**src/rtl/core/sst_pkg.sv**
```systemverilog
// Shared types, token codes and character tables of the script source tokenizer.
// No dependencies; every other file of the block uses this package.
`default_nettype none
package sst_pkg;

  localparam int MAX_TOKEN_SLOTS_DEFAULT = 1024;
  localparam int TEXT_CAP_DEFAULT        = 63;
  localparam int PREFIX_DEPTH            = 9;
  localparam int MAX_RECORDS             = 4;
  localparam int QUEUE_DEPTH             = 2;
  localparam int KEYWORD_COUNT           = 13;

  // record kinds
  localparam logic RK_TEXT  = 1'b0;
  localparam logic RK_TOKEN = 1'b1;

  // token codes
  localparam logic [5:0] TK_NUMBER  = 6'd0;
  localparam logic [5:0] TK_STRING  = 6'd1;
  localparam logic [5:0] TK_IDENT   = 6'd2;
  localparam logic [5:0] TK_KW_BASE = 6'd3;
  localparam logic [5:0] TK_SEQ     = 6'd16;
  localparam logic [5:0] TK_SNE     = 6'd17;
  localparam logic [5:0] TK_EQ      = 6'd18;
  localparam logic [5:0] TK_NE      = 6'd19;
  localparam logic [5:0] TK_LE      = 6'd20;
  localparam logic [5:0] TK_GE      = 6'd21;
  localparam logic [5:0] TK_AND     = 6'd22;
  localparam logic [5:0] TK_OR      = 6'd23;
  localparam logic [5:0] TK_INC     = 6'd24;
  localparam logic [5:0] TK_DEC     = 6'd25;
  localparam logic [5:0] TK_ADDEQ   = 6'd26;
  localparam logic [5:0] TK_SUBEQ   = 6'd27;
  localparam logic [5:0] TK_LPAREN  = 6'd28;
  localparam logic [5:0] TK_RPAREN  = 6'd29;
  localparam logic [5:0] TK_LBRACE  = 6'd30;
  localparam logic [5:0] TK_RBRACE  = 6'd31;
  localparam logic [5:0] TK_LBRACK  = 6'd32;
  localparam logic [5:0] TK_RBRACK  = 6'd33;
  localparam logic [5:0] TK_SEMI    = 6'd34;
  localparam logic [5:0] TK_COMMA   = 6'd35;
  localparam logic [5:0] TK_DOT     = 6'd36;
  localparam logic [5:0] TK_ASSIGN  = 6'd37;
  localparam logic [5:0] TK_PLUS    = 6'd38;
  localparam logic [5:0] TK_MINUS   = 6'd39;
  localparam logic [5:0] TK_STAR    = 6'd40;
  localparam logic [5:0] TK_SLASH   = 6'd41;
  localparam logic [5:0] TK_PERCENT = 6'd42;
  localparam logic [5:0] TK_LT      = 6'd43;
  localparam logic [5:0] TK_GT      = 6'd44;
  localparam logic [5:0] TK_BANG    = 6'd45;
  localparam logic [5:0] TK_UNKNOWN = 6'd46;
  localparam logic [5:0] TK_END     = 6'd47;

  // keywords, right aligned, first character in the highest used byte
  localparam logic [71:0] KW_TEXT [KEYWORD_COUNT] = '{
    72'("var"), 72'("let"), 72'("const"), 72'("function"), 72'("return"),
    72'("if"), 72'("else"), 72'("for"), 72'("while"), 72'("true"),
    72'("false"), 72'("null"), 72'("undefined")
  };
  localparam int KW_LEN [KEYWORD_COUNT] = '{3, 3, 5, 8, 6, 2, 4, 3, 5, 4, 5, 4, 9};

  typedef struct packed {
    logic       kind;
    logic [5:0] tok;
    logic [7:0] ch;
    logic [63:0] mant;
    logic [7:0] frac;
    logic [9:0] pos;
  } record_t;

  typedef struct packed {
    logic [2:0]                     cnt;
    record_t [MAX_RECORDS-1:0]      recs;
  } bundle_t;

  function automatic logic is_alpha_ish(input logic [7:0] b);
    return (b >= "a" && b <= "z") || (b >= "A" && b <= "Z") || b == "_" || b == "$";
  endfunction

  function automatic logic is_dig(input logic [7:0] b);
    return b >= "0" && b <= "9";
  endfunction

  function automatic logic is_ws(input logic [7:0] b);
    return b == " " || (b >= 8'd9 && b <= 8'd13);
  endfunction

  function automatic logic [5:0] single_code(input logic [7:0] b);
    logic [5:0] k;
    case (b)
      "(":     k = TK_LPAREN;
      ")":     k = TK_RPAREN;
      "{":     k = TK_LBRACE;
      "}":     k = TK_RBRACE;
      "[":     k = TK_LBRACK;
      "]":     k = TK_RBRACK;
      ";":     k = TK_SEMI;
      ",":     k = TK_COMMA;
      ".":     k = TK_DOT;
      "=":     k = TK_ASSIGN;
      "+":     k = TK_PLUS;
      "-":     k = TK_MINUS;
      "*":     k = TK_STAR;
      "/":     k = TK_SLASH;
      "%":     k = TK_PERCENT;
      "<":     k = TK_LT;
      ">":     k = TK_GT;
      "!":     k = TK_BANG;
      default: k = TK_UNKNOWN;
    endcase
    return k;
  endfunction

endpackage
`default_nettype wire

```
**src/rtl/core/script_source_tokenizer.sv**
```systemverilog
// Script source tokenizer: top level joining front end, bundle queue and back end.
// Depends on sst_pkg, sst_front, sst_queue and sst_back.
//
// Input channel (in_valid / in_stall): one source byte per request, with
// final_byte marking the last byte; a zero byte also ends the source.
// Output channel (out_valid / out_stall): one record per request, text
// characters of strings and identifiers first, then the completed token;
// run_end marks the last record a byte caused.
// A taken byte's bundle is written into the queue, then its records are
// loaded one by one into the output register. Throughput: one byte per
// cycle while no byte gives over one record and the receiver does not
// stall; the back end drains one record per cycle unless stalled, so a byte
// with several records holds the queue head longer, which the two-entry
// queue absorbs before in_stall rises; bytes giving no record never reach it.
// Reset: synchronous; lexer idle, counters cleared, queue and output empty.
// When the receiver stalls, hold the output record; the queue fills and then
// the input stalls. After the end token every later byte is taken and dropped.
`default_nettype none
module script_source_tokenizer #(
  parameter int MAX_TOKEN_SLOTS = sst_pkg::MAX_TOKEN_SLOTS_DEFAULT,
  parameter int TEXT_CAP        = sst_pkg::TEXT_CAP_DEFAULT
) (
  input  wire logic        clk,
  input  wire logic        rst,
  input  wire logic        in_valid,
  output      logic        in_stall,
  input  wire logic [7:0]  source_byte,
  input  wire logic        final_byte,
  output      logic        out_valid,
  input  wire logic        out_stall,
  output      logic        record_kind,
  output      logic [5:0]  token_kind,
  output      logic [7:0]  text_char,
  output      logic [63:0] number_mantissa,
  output      logic [7:0]  fraction_digits,
  output      logic [9:0]  token_position,
  output      logic        run_end
);

  logic             push;
  logic             pop;
  logic             full;
  logic             head_valid;
  sst_pkg::bundle_t push_bundle;
  sst_pkg::bundle_t head;

  // classify each byte and build its record bundle
  sst_front #(
    .MAX_TOKEN_SLOTS (MAX_TOKEN_SLOTS),
    .TEXT_CAP        (TEXT_CAP)
  ) u_front (
    .clk         (clk),
    .rst         (rst),
    .in_valid    (in_valid),
    .in_stall    (in_stall),
    .source_byte (source_byte),
    .final_byte  (final_byte),
    .queue_full  (full),
    .push        (push),
    .push_bundle (push_bundle)
  );

  // decouple the two sides
  sst_queue u_queue (
    .clk         (clk),
    .rst         (rst),
    .push        (push),
    .push_bundle (push_bundle),
    .pop         (pop),
    .full        (full),
    .head_valid  (head_valid),
    .head        (head)
  );

  // serialise bundles into output records
  sst_back u_back (
    .clk             (clk),
    .rst             (rst),
    .head_valid      (head_valid),
    .head            (head),
    .pop             (pop),
    .out_valid       (out_valid),
    .out_stall       (out_stall),
    .record_kind     (record_kind),
    .token_kind      (token_kind),
    .text_char       (text_char),
    .number_mantissa (number_mantissa),
    .fraction_digits (fraction_digits),
    .token_position  (token_position),
    .run_end         (run_end)
  );

endmodule
`default_nettype wire

```
**src/rtl/core/sst_front.sv**
```systemverilog
// Front end of the tokenizer: accepts source bytes, runs the lexer state and
// builds the bundle of records each byte causes. Depends on sst_pkg.
`default_nettype none
module sst_front #(
  parameter int MAX_TOKEN_SLOTS = sst_pkg::MAX_TOKEN_SLOTS_DEFAULT,
  parameter int TEXT_CAP        = sst_pkg::TEXT_CAP_DEFAULT
) (
  input  wire logic              clk,
  input  wire logic              rst,
  input  wire logic              in_valid,
  output      logic              in_stall,
  input  wire logic [7:0]        source_byte,
  input  wire logic              final_byte,
  input  wire logic              queue_full,
  output      logic              push,
  output      sst_pkg::bundle_t  push_bundle
);

  localparam int CW = (MAX_TOKEN_SLOTS > 2) ? $clog2(MAX_TOKEN_SLOTS) : 1;
  localparam int LW = $clog2(TEXT_CAP + 1);
  localparam logic [CW-1:0] TOKEN_LIMIT = CW'(MAX_TOKEN_SLOTS - 1);
  localparam logic [LW-1:0] TEXT_LIMIT  = LW'(TEXT_CAP);

  typedef enum logic [11:0] {
    M_IDLE       = 12'b0000_0000_0001,
    M_LINE       = 12'b0000_0000_0010,
    M_BLOCK      = 12'b0000_0000_0100,
    M_BLOCK_STAR = 12'b0000_0000_1000,
    M_INT        = 12'b0000_0001_0000,
    M_FRAC       = 12'b0000_0010_0000,
    M_STR        = 12'b0000_0100_0000,
    M_STR_ESC    = 12'b0000_1000_0000,
    M_STR_FULL   = 12'b0001_0000_0000,
    M_IDENT      = 12'b0010_0000_0000,
    M_OP1        = 12'b0100_0000_0000,
    M_OP2        = 12'b1000_0000_0000
  } mode_t;

  typedef struct packed {
    mode_t                                   mode;
    logic [7:0]                              held;
    logic [LW-1:0]                           tlen;
    logic [63:0]                             mant;
    logic [7:0]                              frac;
    logic [sst_pkg::PREFIX_DEPTH-1:0][7:0]   pre;
    logic                                    qs;
    logic [CW-1:0]                           toks;
    logic                                    ended;
  } st_t;

  typedef struct packed {
    st_t              s;
    sst_pkg::bundle_t b;
  } ctx_t;

  st_t  st;
  ctx_t nx;
  logic accept;

  function automatic ctx_t put(input ctx_t x, input logic kind, input logic [5:0] tok,
                               input logic [7:0] ch, input logic [63:0] m,
                               input logic [7:0] f);
    if (x.b.cnt < 3'(sst_pkg::MAX_RECORDS)) begin
      x.b.recs[x.b.cnt[1:0]] = '{kind: kind, tok: tok, ch: ch, mant: m, frac: f,
                                 pos: 10'(x.s.toks)};
      x.b.cnt = x.b.cnt + 3'd1;
    end
    return x;
  endfunction

  function automatic ctx_t close_source(input ctx_t x);
    if (!x.s.ended) begin
      x = put(x, sst_pkg::RK_TOKEN, sst_pkg::TK_END, 8'd0, 64'd0, 8'd0);
      x.s.toks  = x.s.toks + CW'(1);
      x.s.ended = 1'b1;
    end
    x.s.mode = M_IDLE;
    return x;
  endfunction

  function automatic ctx_t emit_token(input ctx_t x, input logic [5:0] tok,
                                      input logic [63:0] m, input logic [7:0] f);
    if (x.s.ended) return x;
    x = put(x, sst_pkg::RK_TOKEN, tok, 8'd0, m, f);
    x.s.toks = x.s.toks + CW'(1);
    if (x.s.toks >= TOKEN_LIMIT) x = close_source(x);
    return x;
  endfunction

  function automatic ctx_t add_text(input ctx_t x, input logic [7:0] b,
                                    input logic [5:0] kind);
    if (x.s.tlen < LW'(sst_pkg::PREFIX_DEPTH)) x.s.pre[x.s.tlen[3:0]] = b;
    x.s.tlen = x.s.tlen + LW'(1);
    return put(x, sst_pkg::RK_TEXT, kind, b, 64'd0, 8'd0);
  endfunction

  function automatic ctx_t add_digit(input ctx_t x, input logic [7:0] b);
    logic [67:0] v;
    v = {1'b0, x.s.mant, 3'd0} + {3'd0, x.s.mant, 1'b0} + {64'd0, b[3:0]};
    x.s.mant = (v[67:64] != 4'd0) ? '1 : v[63:0];
    return x;
  endfunction

  function automatic ctx_t emit_ident(input ctx_t x);
    logic [5:0] code;
    logic       hit;
    code = sst_pkg::TK_IDENT;
    for (int i = 0; i < sst_pkg::KEYWORD_COUNT; i++) begin
      if (code == sst_pkg::TK_IDENT && x.s.tlen == LW'(sst_pkg::KW_LEN[i])) begin
        hit = 1'b1;
        for (int j = 0; j < sst_pkg::PREFIX_DEPTH; j++) begin
          if (j < sst_pkg::KW_LEN[i]) begin
            if (x.s.pre[j] != sst_pkg::KW_TEXT[i][8*(sst_pkg::KW_LEN[i]-1-j) +: 8]) hit = 1'b0;
          end
        end
        if (hit) code = sst_pkg::TK_KW_BASE + 6'(i);
      end
    end
    return emit_token(x, code, 64'd0, 8'd0);
  endfunction

  function automatic ctx_t start_byte(input ctx_t x, input logic [7:0] b);
    if (x.s.ended) return x;
    x.s.mode = M_IDLE;
    if (sst_pkg::is_ws(b)) return x;
    if (sst_pkg::is_dig(b)) begin
      x.s.mode = M_INT;
      x.s.mant = 64'd0;
      x.s.frac = 8'd0;
      return add_digit(x, b);
    end
    if (b == "\"" || b == "'") begin
      x.s.mode = M_STR;
      x.s.qs   = (b == "'");
      x.s.tlen = '0;
      return x;
    end
    if (sst_pkg::is_alpha_ish(b)) begin
      x.s.mode = M_IDENT;
      x.s.tlen = '0;
      return add_text(x, b, sst_pkg::TK_IDENT);
    end
    if (b == "=" || b == "!" || b == "<" || b == ">" || b == "&" || b == "|" ||
        b == "+" || b == "-" || b == "/") begin
      x.s.mode = M_OP1;
      x.s.held = b;
      return x;
    end
    return emit_token(x, sst_pkg::single_code(b), 64'd0, 8'd0);
  endfunction

  function automatic ctx_t str_char(input ctx_t x, input logic [7:0] b);
    x = add_text(x, b, sst_pkg::TK_STRING);
    x.s.mode = (x.s.tlen >= TEXT_LIMIT) ? M_STR_FULL : M_STR;
    return x;
  endfunction

  function automatic ctx_t step_op1(input ctx_t x, input logic [7:0] b);
    logic [7:0] h;
    h = x.s.held;
    x.s.mode = M_IDLE;
    if (h == "/") begin
      if (b == "/") begin x.s.mode = M_LINE;  return x; end
      if (b == "*") begin x.s.mode = M_BLOCK; return x; end
    end else if ((h == "=" || h == "!") && b == "=") begin
      x.s.mode = M_OP2;
      return x;
    end
    else if (h == "<" && b == "=") return emit_token(x, sst_pkg::TK_LE, 64'd0, 8'd0);
    else if (h == ">" && b == "=") return emit_token(x, sst_pkg::TK_GE, 64'd0, 8'd0);
    else if (h == "&" && b == "&") return emit_token(x, sst_pkg::TK_AND, 64'd0, 8'd0);
    else if (h == "|" && b == "|") return emit_token(x, sst_pkg::TK_OR, 64'd0, 8'd0);
    else if (h == "+" && b == "+") return emit_token(x, sst_pkg::TK_INC, 64'd0, 8'd0);
    else if (h == "-" && b == "-") return emit_token(x, sst_pkg::TK_DEC, 64'd0, 8'd0);
    else if (h == "+" && b == "=") return emit_token(x, sst_pkg::TK_ADDEQ, 64'd0, 8'd0);
    else if (h == "-" && b == "=") return emit_token(x, sst_pkg::TK_SUBEQ, 64'd0, 8'd0);
    x = emit_token(x, sst_pkg::single_code(h), 64'd0, 8'd0);
    return start_byte(x, b);
  endfunction

  function automatic ctx_t step_byte(input ctx_t x, input logic [7:0] b);
    logic [7:0] q;
    q = x.s.qs ? 8'("'") : 8'("\"");
    case (x.s.mode)
      M_LINE:  if (b == "\n") x.s.mode = M_IDLE;
      M_BLOCK: if (b == "*") x.s.mode = M_BLOCK_STAR;
      M_BLOCK_STAR: begin
        if (b == "/") x.s.mode = M_IDLE;
        else if (b != "*") x.s.mode = M_BLOCK;
      end
      M_INT: begin
        if (sst_pkg::is_dig(b)) x = add_digit(x, b);
        else if (b == ".") x.s.mode = M_FRAC;
        else begin
          x.s.mode = M_IDLE;
          x = emit_token(x, sst_pkg::TK_NUMBER, x.s.mant, x.s.frac);
          x = start_byte(x, b);
        end
      end
      M_FRAC: begin
        if (sst_pkg::is_dig(b)) begin
          x = add_digit(x, b);
          if (x.s.frac != 8'hFF) x.s.frac = x.s.frac + 8'd1;
        end else begin
          x.s.mode = M_IDLE;
          x = emit_token(x, sst_pkg::TK_NUMBER, x.s.mant, x.s.frac);
          x = start_byte(x, b);
        end
      end
      M_STR: begin
        if (b == q) begin
          x.s.mode = M_IDLE;
          x = emit_token(x, sst_pkg::TK_STRING, 64'd0, 8'd0);
        end else if (b == "\\") x.s.mode = M_STR_ESC;
        else x = str_char(x, b);
      end
      M_STR_ESC: x = str_char(x, (b == "n") ? 8'd10 : ((b == "t") ? 8'd9 : b));
      M_STR_FULL: begin
        x.s.mode = M_IDLE;
        x = emit_token(x, sst_pkg::TK_STRING, 64'd0, 8'd0);
        if (b != q) x = start_byte(x, b);
      end
      M_IDENT: begin
        if (x.s.tlen < TEXT_LIMIT && (sst_pkg::is_alpha_ish(b) || sst_pkg::is_dig(b)))
          x = add_text(x, b, sst_pkg::TK_IDENT);
        else begin
          x.s.mode = M_IDLE;
          x = emit_ident(x);
          x = start_byte(x, b);
        end
      end
      M_OP1: x = step_op1(x, b);
      M_OP2: begin
        x.s.mode = M_IDLE;
        if (b == "=")
          x = emit_token(x, (x.s.held == "=") ? sst_pkg::TK_SEQ : sst_pkg::TK_SNE,
                         64'd0, 8'd0);
        else begin
          x = emit_token(x, (x.s.held == "=") ? sst_pkg::TK_EQ : sst_pkg::TK_NE,
                         64'd0, 8'd0);
          x = start_byte(x, b);
        end
      end
      default: x = start_byte(x, b);
    endcase
    return x;
  endfunction

  function automatic ctx_t flush_source(input ctx_t x);
    mode_t m;
    m = x.s.mode;
    x.s.mode = M_IDLE;
    case (m)
      M_INT, M_FRAC: x = emit_token(x, sst_pkg::TK_NUMBER, x.s.mant, x.s.frac);
      M_STR_ESC: begin
        x = add_text(x, "\\", sst_pkg::TK_STRING);
        x = emit_token(x, sst_pkg::TK_STRING, 64'd0, 8'd0);
      end
      M_STR, M_STR_FULL: x = emit_token(x, sst_pkg::TK_STRING, 64'd0, 8'd0);
      M_IDENT: x = emit_ident(x);
      M_OP1: x = emit_token(x, sst_pkg::single_code(x.s.held), 64'd0, 8'd0);
      M_OP2: x = emit_token(x, (x.s.held == "=") ? sst_pkg::TK_EQ : sst_pkg::TK_NE,
                            64'd0, 8'd0);
      default: ;
    endcase
    return close_source(x);
  endfunction

  always_comb begin
    nx.s     = st;
    nx.b     = '0;
    if (!st.ended) begin
      if (source_byte == 8'd0) nx = flush_source(nx);
      else begin
        nx = step_byte(nx, source_byte);
        if (final_byte && !nx.s.ended) nx = flush_source(nx);
      end
    end
  end

  assign in_stall    = queue_full;
  assign accept      = in_valid && !queue_full;
  assign push        = accept && (nx.b.cnt != 3'd0);
  assign push_bundle = nx.b;

  // keyword prefix is written only when used and has no reset
  always_ff @(posedge clk) begin
    if (rst) begin
      st.mode  <= M_IDLE;
      st.held  <= 8'd0;
      st.tlen  <= '0;
      st.mant  <= 64'd0;
      st.frac  <= 8'd0;
      st.qs    <= 1'b0;
      st.toks  <= '0;
      st.ended <= 1'b0;
    end else if (accept) begin
      st.mode  <= nx.s.mode;
      st.held  <= nx.s.held;
      st.tlen  <= nx.s.tlen;
      st.mant  <= nx.s.mant;
      st.frac  <= nx.s.frac;
      st.pre   <= nx.s.pre;
      st.qs    <= nx.s.qs;
      st.toks  <= nx.s.toks;
      st.ended <= nx.s.ended;
    end
  end

endmodule
`default_nettype wire

```
**src/rtl/core/sst_queue.sv**
```systemverilog
// Short queue of record bundles between the front and back ends.
// Depends on sst_pkg.
`default_nettype none
module sst_queue (
  input  wire logic              clk,
  input  wire logic              rst,
  input  wire logic              push,
  input  wire sst_pkg::bundle_t  push_bundle,
  input  wire logic              pop,
  output      logic              full,
  output      logic              head_valid,
  output      sst_pkg::bundle_t  head
);

  localparam int PW = (sst_pkg::QUEUE_DEPTH > 1) ? $clog2(sst_pkg::QUEUE_DEPTH) : 1;
  localparam int NW = $clog2(sst_pkg::QUEUE_DEPTH + 1);

  sst_pkg::bundle_t mem [sst_pkg::QUEUE_DEPTH];
  logic [PW-1:0]    wr_ptr;
  logic [PW-1:0]    rd_ptr;
  logic [NW-1:0]    count;

  assign full       = (count == NW'(sst_pkg::QUEUE_DEPTH));
  assign head_valid = (count != '0);
  assign head       = mem[rd_ptr];

  always_ff @(posedge clk) begin
    if (push) mem[wr_ptr] <= push_bundle;
  end

  always_ff @(posedge clk) begin
    if (rst) begin
      wr_ptr <= '0;
      rd_ptr <= '0;
      count  <= '0;
    end else begin
      if (push) wr_ptr <= wr_ptr + PW'(1);
      if (pop)  rd_ptr <= rd_ptr + PW'(1);
      if (push && !pop) count <= count + NW'(1);
      else if (pop && !push) count <= count - NW'(1);
    end
  end

endmodule
`default_nettype wire

```
**src/rtl/core/sst_back.sv**
```systemverilog
// Back end of the tokenizer: walks the head bundle one record a cycle, while
// the output is not stalled, into the output register. Depends on sst_pkg.
`default_nettype none
module sst_back (
  input  wire logic              clk,
  input  wire logic              rst,
  input  wire logic              head_valid,
  input  wire sst_pkg::bundle_t  head,
  output      logic              pop,
  output      logic              out_valid,
  input  wire logic              out_stall,
  output      logic              record_kind,
  output      logic [5:0]        token_kind,
  output      logic [7:0]        text_char,
  output      logic [63:0]       number_mantissa,
  output      logic [7:0]        fraction_digits,
  output      logic [9:0]        token_position,
  output      logic              run_end
);

  logic [1:0]       idx;
  logic             load;
  logic             last;
  sst_pkg::record_t rec;

  assign load = head_valid && (!out_valid || !out_stall);
  assign last = ({1'b0, idx} + 3'd1) == head.cnt;
  assign pop  = load && last;
  assign rec  = head.recs[idx];

  always_ff @(posedge clk) begin
    if (rst) begin
      out_valid <= 1'b0;
      idx       <= 2'd0;
    end else if (load) begin
      out_valid <= 1'b1;
      idx       <= last ? 2'd0 : idx + 2'd1;
    end else if (!out_stall) begin
      out_valid <= 1'b0;
    end
  end

  always_ff @(posedge clk) begin
    if (load) begin
      record_kind     <= rec.kind;
      token_kind      <= rec.tok;
      text_char       <= rec.ch;
      number_mantissa <= rec.mant;
      fraction_digits <= rec.frac;
      token_position  <= rec.pos;
      run_end         <= last;
    end
  end

endmodule
`default_nettype wire

```
**config.mk**
```make
export PLATFORM = sky130hd
export DESIGN_NAME = script_source_tokenizer
export DESIGN_NICKNAME = d
export VERILOG_FILES = /design/src/rtl/core/sst_pkg.sv /design/src/rtl/core/script_source_tokenizer.sv /design/src/rtl/core/sst_front.sv /design/src/rtl/core/sst_queue.sv /design/src/rtl/core/sst_back.sv
export SDC_FILE = /design/constraint.sdc
export NUM_CORES = 2
export LEC_CHECK = 0
export BUFFER_PORTS_ARGS = -buffer_cell sky130_fd_sc_hd__buf_2
export CAP_MARGIN = 10
export CORE_UTILIZATION = 40
export CTS_CLUSTER_SIZE = 12
export DETAILED_ROUTE_END_ITERATION = 6
export SETUP_SLACK_MARGIN = 0.05
export SYNTH_ARGS = -nofsm -noshare
export SYNTH_HDL_FRONTEND = slang
export SYNTH_HIERARCHICAL = 1
export SYNTH_SLANG_ARGS = --single-unit
```
**constraint.sdc**
```tcl
create_clock -name clk -period 53.9 [get_ports clk]
set_clock_uncertainty 0.15 [all_clocks]
set_input_delay 5.39 -clock clk [delete_from_list [all_inputs] [get_ports clk]]
set_output_delay 5.39 -clock clk [all_outputs]
set_load 0.01 [all_outputs]
```
==> impl_metrics.prom <==
# TYPE chip_impl_metric gauge
chip_impl_info{name="result_of_the_run",value="complete, but fails checks"} 1
chip_impl_info{name="violations",value="DRC"} 1
chip_impl_metric{name="placeableCoreArea",unit="µm²"} 176000
chip_impl_metric{name="cts_max_level",unit=""} 3
chip_impl_metric{name="yosysWarningCount",unit=""} 6
chip_impl_metric{name="ctsHoldBuffers",unit=""} 0
chip_impl_metric{name="finalWeightedCongestion",unit=""} 1.02
chip_impl_metric{name="final_core_utilization",unit="%"} 42.5
chip_impl_metric{name="cp_data_required_time",unit="ns"} 54.09
chip_impl_metric{name="setup_ws",unit="ns"} 36.92
chip_impl_metric{name="die-height",unit="µm"} 424
chip_impl_metric{name="number_of_enable_type_register_cells_in_the_synthesized_netlist",unit=""} 952
chip_impl_metric{name="post_synth_instance_area",unit="µm²"} 71300
chip_impl_metric{name="post_synth_inst_count",unit=""} 6801
chip_impl_metric{name="total_congestion_overflow",unit=""} 0
chip_impl_metric{name="grt_pass1_wl",unit="mm"} 390
chip_impl_metric{name="area.sequential",unit="µm²"} 31000
chip_impl_metric{name="cts.sinks",unit=""} 1070
chip_impl_info{name="cpMaxStageDelayCell",value="buf_4"} 1
chip_impl_metric{name="grt_pass1_vias",unit=""} 54200
chip_impl_info{name="cp-start-kind",value="primary input"} 1
chip_impl_metric{name="finalHoldViolations",unit=""} 0
chip_impl_metric{name="synth.yosys.seq_area_share",unit="%"} 43.4
chip_impl_metric{name="vdd.ir_drop.worst",unit="mV"} 0.0345
chip_impl_metric{name="cts_repair_resize_count",unit=""} 0
chip_impl_info{name="grt_setup_unrepaired",value="false"} 1
chip_impl_metric{name="clock_buffer_count_from_cts",unit=""} 117
chip_impl_metric{name="slew_violations",unit=""} 0
chip_impl_metric{name="setup_viol",unit=""} 0
chip_impl_info{name="tritoncts",value="yes"} 1
chip_impl_metric{name="grt_start_max_net_pins",unit=""} 170
chip_impl_info{name="critical-path-top-cell-by-count",value="buf_4"} 1
chip_impl_metric{name="postCtsSetupBuffers",unit=""} 0
chip_impl_metric{name="power-per-cell-area",unit="nW/µm²"} 40.0
chip_impl_metric{name="total_leakage_power",unit="µW"} 0.0263
chip_impl_metric{name="remaining_design_rule_violation_count",unit=""} 11
chip_impl_metric{name="postSynthAreaPerCell",unit="µm²"} 10.5
chip_impl_metric{name="maxClockFrequency",unit="GHz"} 0.0589
chip_impl_metric{name="crit_share_post_route",unit="%"} 31.5
chip_impl_metric{name="die-area",unit="µm²"} 180000
chip_impl_metric{name="worst_slew_pin_slew",unit="ns"} 1.31
chip_impl_info{name="yosys_most_used_dff",value="edfxtp_1"} 1
chip_impl_info{name="ctsRootBufferMaster",value="clkbuf_16"} 1
chip_impl_metric{name="route.detailed.wl_per_inst",unit="µm"} 30.8
chip_impl_metric{name="timing.setup.tns",unit="ns"} 0
chip_impl_info{name="holdCritPathClass",value="register to register"} 1
chip_impl_metric{name="initial_antenna_violation_count",unit=""} 13
chip_impl_metric{name="synth.lib_cells_used.distinct",unit=""} 133
chip_impl_metric{name="multi_input_area",unit="µm²"} 34700
chip_impl_metric{name="worst_skew_pair.late_latency",unit="ns"} 0.78
chip_impl_metric{name="share_of_flip_flops_with_an_asynchronous_set_or_reset_after_synthesis",unit="%"} 0
chip_impl_metric{name="initial_core_util",unit="%"} 40.4
chip_impl_metric{name="post_dp_cell_area",unit="µm²"} 71100
chip_impl_metric{name="buffer_ports.inserted",unit=""} 112
chip_impl_metric{name="vias",unit=""} 56900
chip_impl_metric{name="number_of_optimization_iterations_in_the_first_detailed_route_pass",unit=""} 7
chip_impl_metric{name="rows",unit=""} 154
chip_impl_info{name="timing.critical_path.to_type",value="register"} 1
chip_impl_metric{name="synth_seq_cells",unit=""} 1070
chip_impl_metric{name="relSlewSlack",unit="%"} 12.0
chip_impl_metric{name="die_width",unit="µm"} 424
chip_impl_metric{name="critical_path_peak_fanout",unit=""} 76
chip_impl_metric{name="initial_detailed_routing_violation_count",unit=""} 7658
chip_impl_metric{name="pre_cts_slack",unit="ns"} 36.52
chip_impl_metric{name="fill_cells",unit=""} 16900
chip_impl_metric{name="worst_path_largest_cell_delay",unit="ns"} 0.91
chip_impl_metric{name="cp.arrival",unit="ns"} 17.17
chip_impl_metric{name="cts_max_path_buffers",unit=""} 3
chip_impl_metric{name="worst_setup_hold_path_clk_slew",unit="ns"} 0.06
chip_impl_metric{name="floorplan.io_pins",unit=""} 113
chip_impl_metric{name="detailed_place_hpwl",unit="mm"} 195
chip_impl_metric{name="via_per_inst",unit=""} 6.42
chip_impl_metric{name="final_cell_area",unit="µm²"} 75000
chip_impl_metric{name="detail_route.wirelength",unit="mm"} 273
chip_impl_metric{name="final_period_minus_worst_setup_slack",unit="ns"} 16.98
chip_impl_info{name="crit_type",value="primary input to register"} 1
chip_impl_metric{name="area_delta_synth_final",unit="%"} 5.18
chip_impl_metric{name="proportion_of_layout_cells_with_a_drive_suffix_above_1",unit="%"} 18.0
chip_impl_metric{name="ant_nets",unit=""} 0
chip_impl_metric{name="grt_use_total",unit="%"} 29.4
chip_impl_metric{name="power",unit="µW"} 3000
chip_impl_metric{name="drv.max_cap_violation_count",unit=""} 0
chip_impl_metric{name="final_nets",unit=""} 6610
logic make-up (layout without fill, tap and decap cells):
family,count (synthesis),count (layout),share of synthesized area [%]
muxes,521,521,11.8
adders and majority gates,175,175,3.09
other,1,14,0.00526
xor gates and xnor gates,110,110,1.39
buffers and inverters,924,634,8.26
and+or+nand+nor,2055,2055,14.0
DFF,1070,1070,43.4
AOI/OAI and AO/OA,1945,1945,18.0
final timing paths:
path / from / cells past startpoint / end / slack, ns
setup / recovery: source_byte[1] / 30 / u_queue/mem[0][245]$_DFFE_PP_ / 36.92
hold / removal: u_queue/rd_ptr$_SDFFE_PP0P_ / 2 / register / 0.37
setup reg to reg: u_front/st[3]$_SDFFE_PP0P_ / 40 / u_queue/mem[0][245]$_DFFE_PP_ / 39.80
hold reg to reg: u_queue/rd_ptr$_SDFFE_PP0P_ / 2 / register / 0.37
flip-flops by register name, summed over array words and instances (netlist names), 2 cells and up, named ones only:
signal and count:
u_back/number_mantissa 64, u_back/text_char 8, u_back/idx 2, u_queue/mem 782, u_front/st 182, u_back/fraction_digits 8
u_queue/count 2, u_back/token_position 10, u_back/token_kind 6
placed cells by master, fill, tap and decap left out, types with 43 or more instances in the layout:
cell type and n:
dfxtp_1 115, nand3_1 166, a31oi_1 77, nand2_1 483, a221oi_1 43, a211oi_1 111
o21ai_0 402, buf_2 111, xnor2_1 75, and3_1 63, clkbuf_16 118, and2_1 52
o21a_1 62, a21oi_1 526, buf_4 215, nor4_1 54, a22oi_1 100, nor3_1 141
edfxtp_1 952, ha_1 173, a21o_1 77, mux4_2 97, o22ai_1 69, mux2_4 390
nor2_1 697, nand4_1 85, inv_1 84
per-stage QoR:
step / cells / hold slack (ns)
global placement: 8642 / 0.328
global route: 8862 / 0.407
finish: 8864 / 0.369
floorplan: 6809 / 0.306
detailed placement: 8642 / 0.354
CTS: 8858 / 0.376
metal layers:
layer	global-route usage [%]	vias to the layer above	share of wire, %
met5	0	-	0.033
met4	14.3	12	5.4
met3	6.22	683	9.2
met2	45.8	3128	45
met1	38.8	28300	41
li1	-	24800	-
cell usage after synthesis (all sizes together) (86+ instances only):
cell type	instances	area share, %
a211oi	118	1.3
a21oi	532	3.8
a22oi	100	1.1
buf	556	6.3
clkbuf	279	1.5
dfxtp	118	3.3
edfxtp	952	40
ha	173	3.0
inv	87	0.47
mux2	395	8.3
mux4	97	3.1
nand2	488	2.6
nand3	172	1.2
nand4	86	0.78
nor2	711	3.8
nor3	150	1.1
o21ai	441	3.1
layout make-up:
cell class / instances / share of cell area [%]
well taps: 2340 / 3.91
multi-input cells: 4815 / 46.2
flip-flops and latches: 1070 / 41.3
repair buffers: 329 / 2.97
clock inverters: 58 / 0.873
clock buffers: 158 / 4.23
inverters: 89 / 0.452
diodes: 5 / 0.0167
where the power goes:
part	leakage (µW)	internal (µW)	switching, µW
registers	0.00990	1130	83.0
clock network	0.00184	457	346
logic	0.0146	401	586
worst max-delay path, delay by kind of cell:
| kind | cells | cell delay, ns |
|---|---|---|
| AO/OA/AOI/OAI | 11 | 4.07 |
| buffers and inverters | 6 | 3.49 |
| AND/OR/NAND/NOR | 9 | 2.81 |
| adder cells (fa/ha/maj) | 3 | 1.01 |
| XOR/XNOR | 1 | 0.19 |
(Power assumes the default switching activity.)
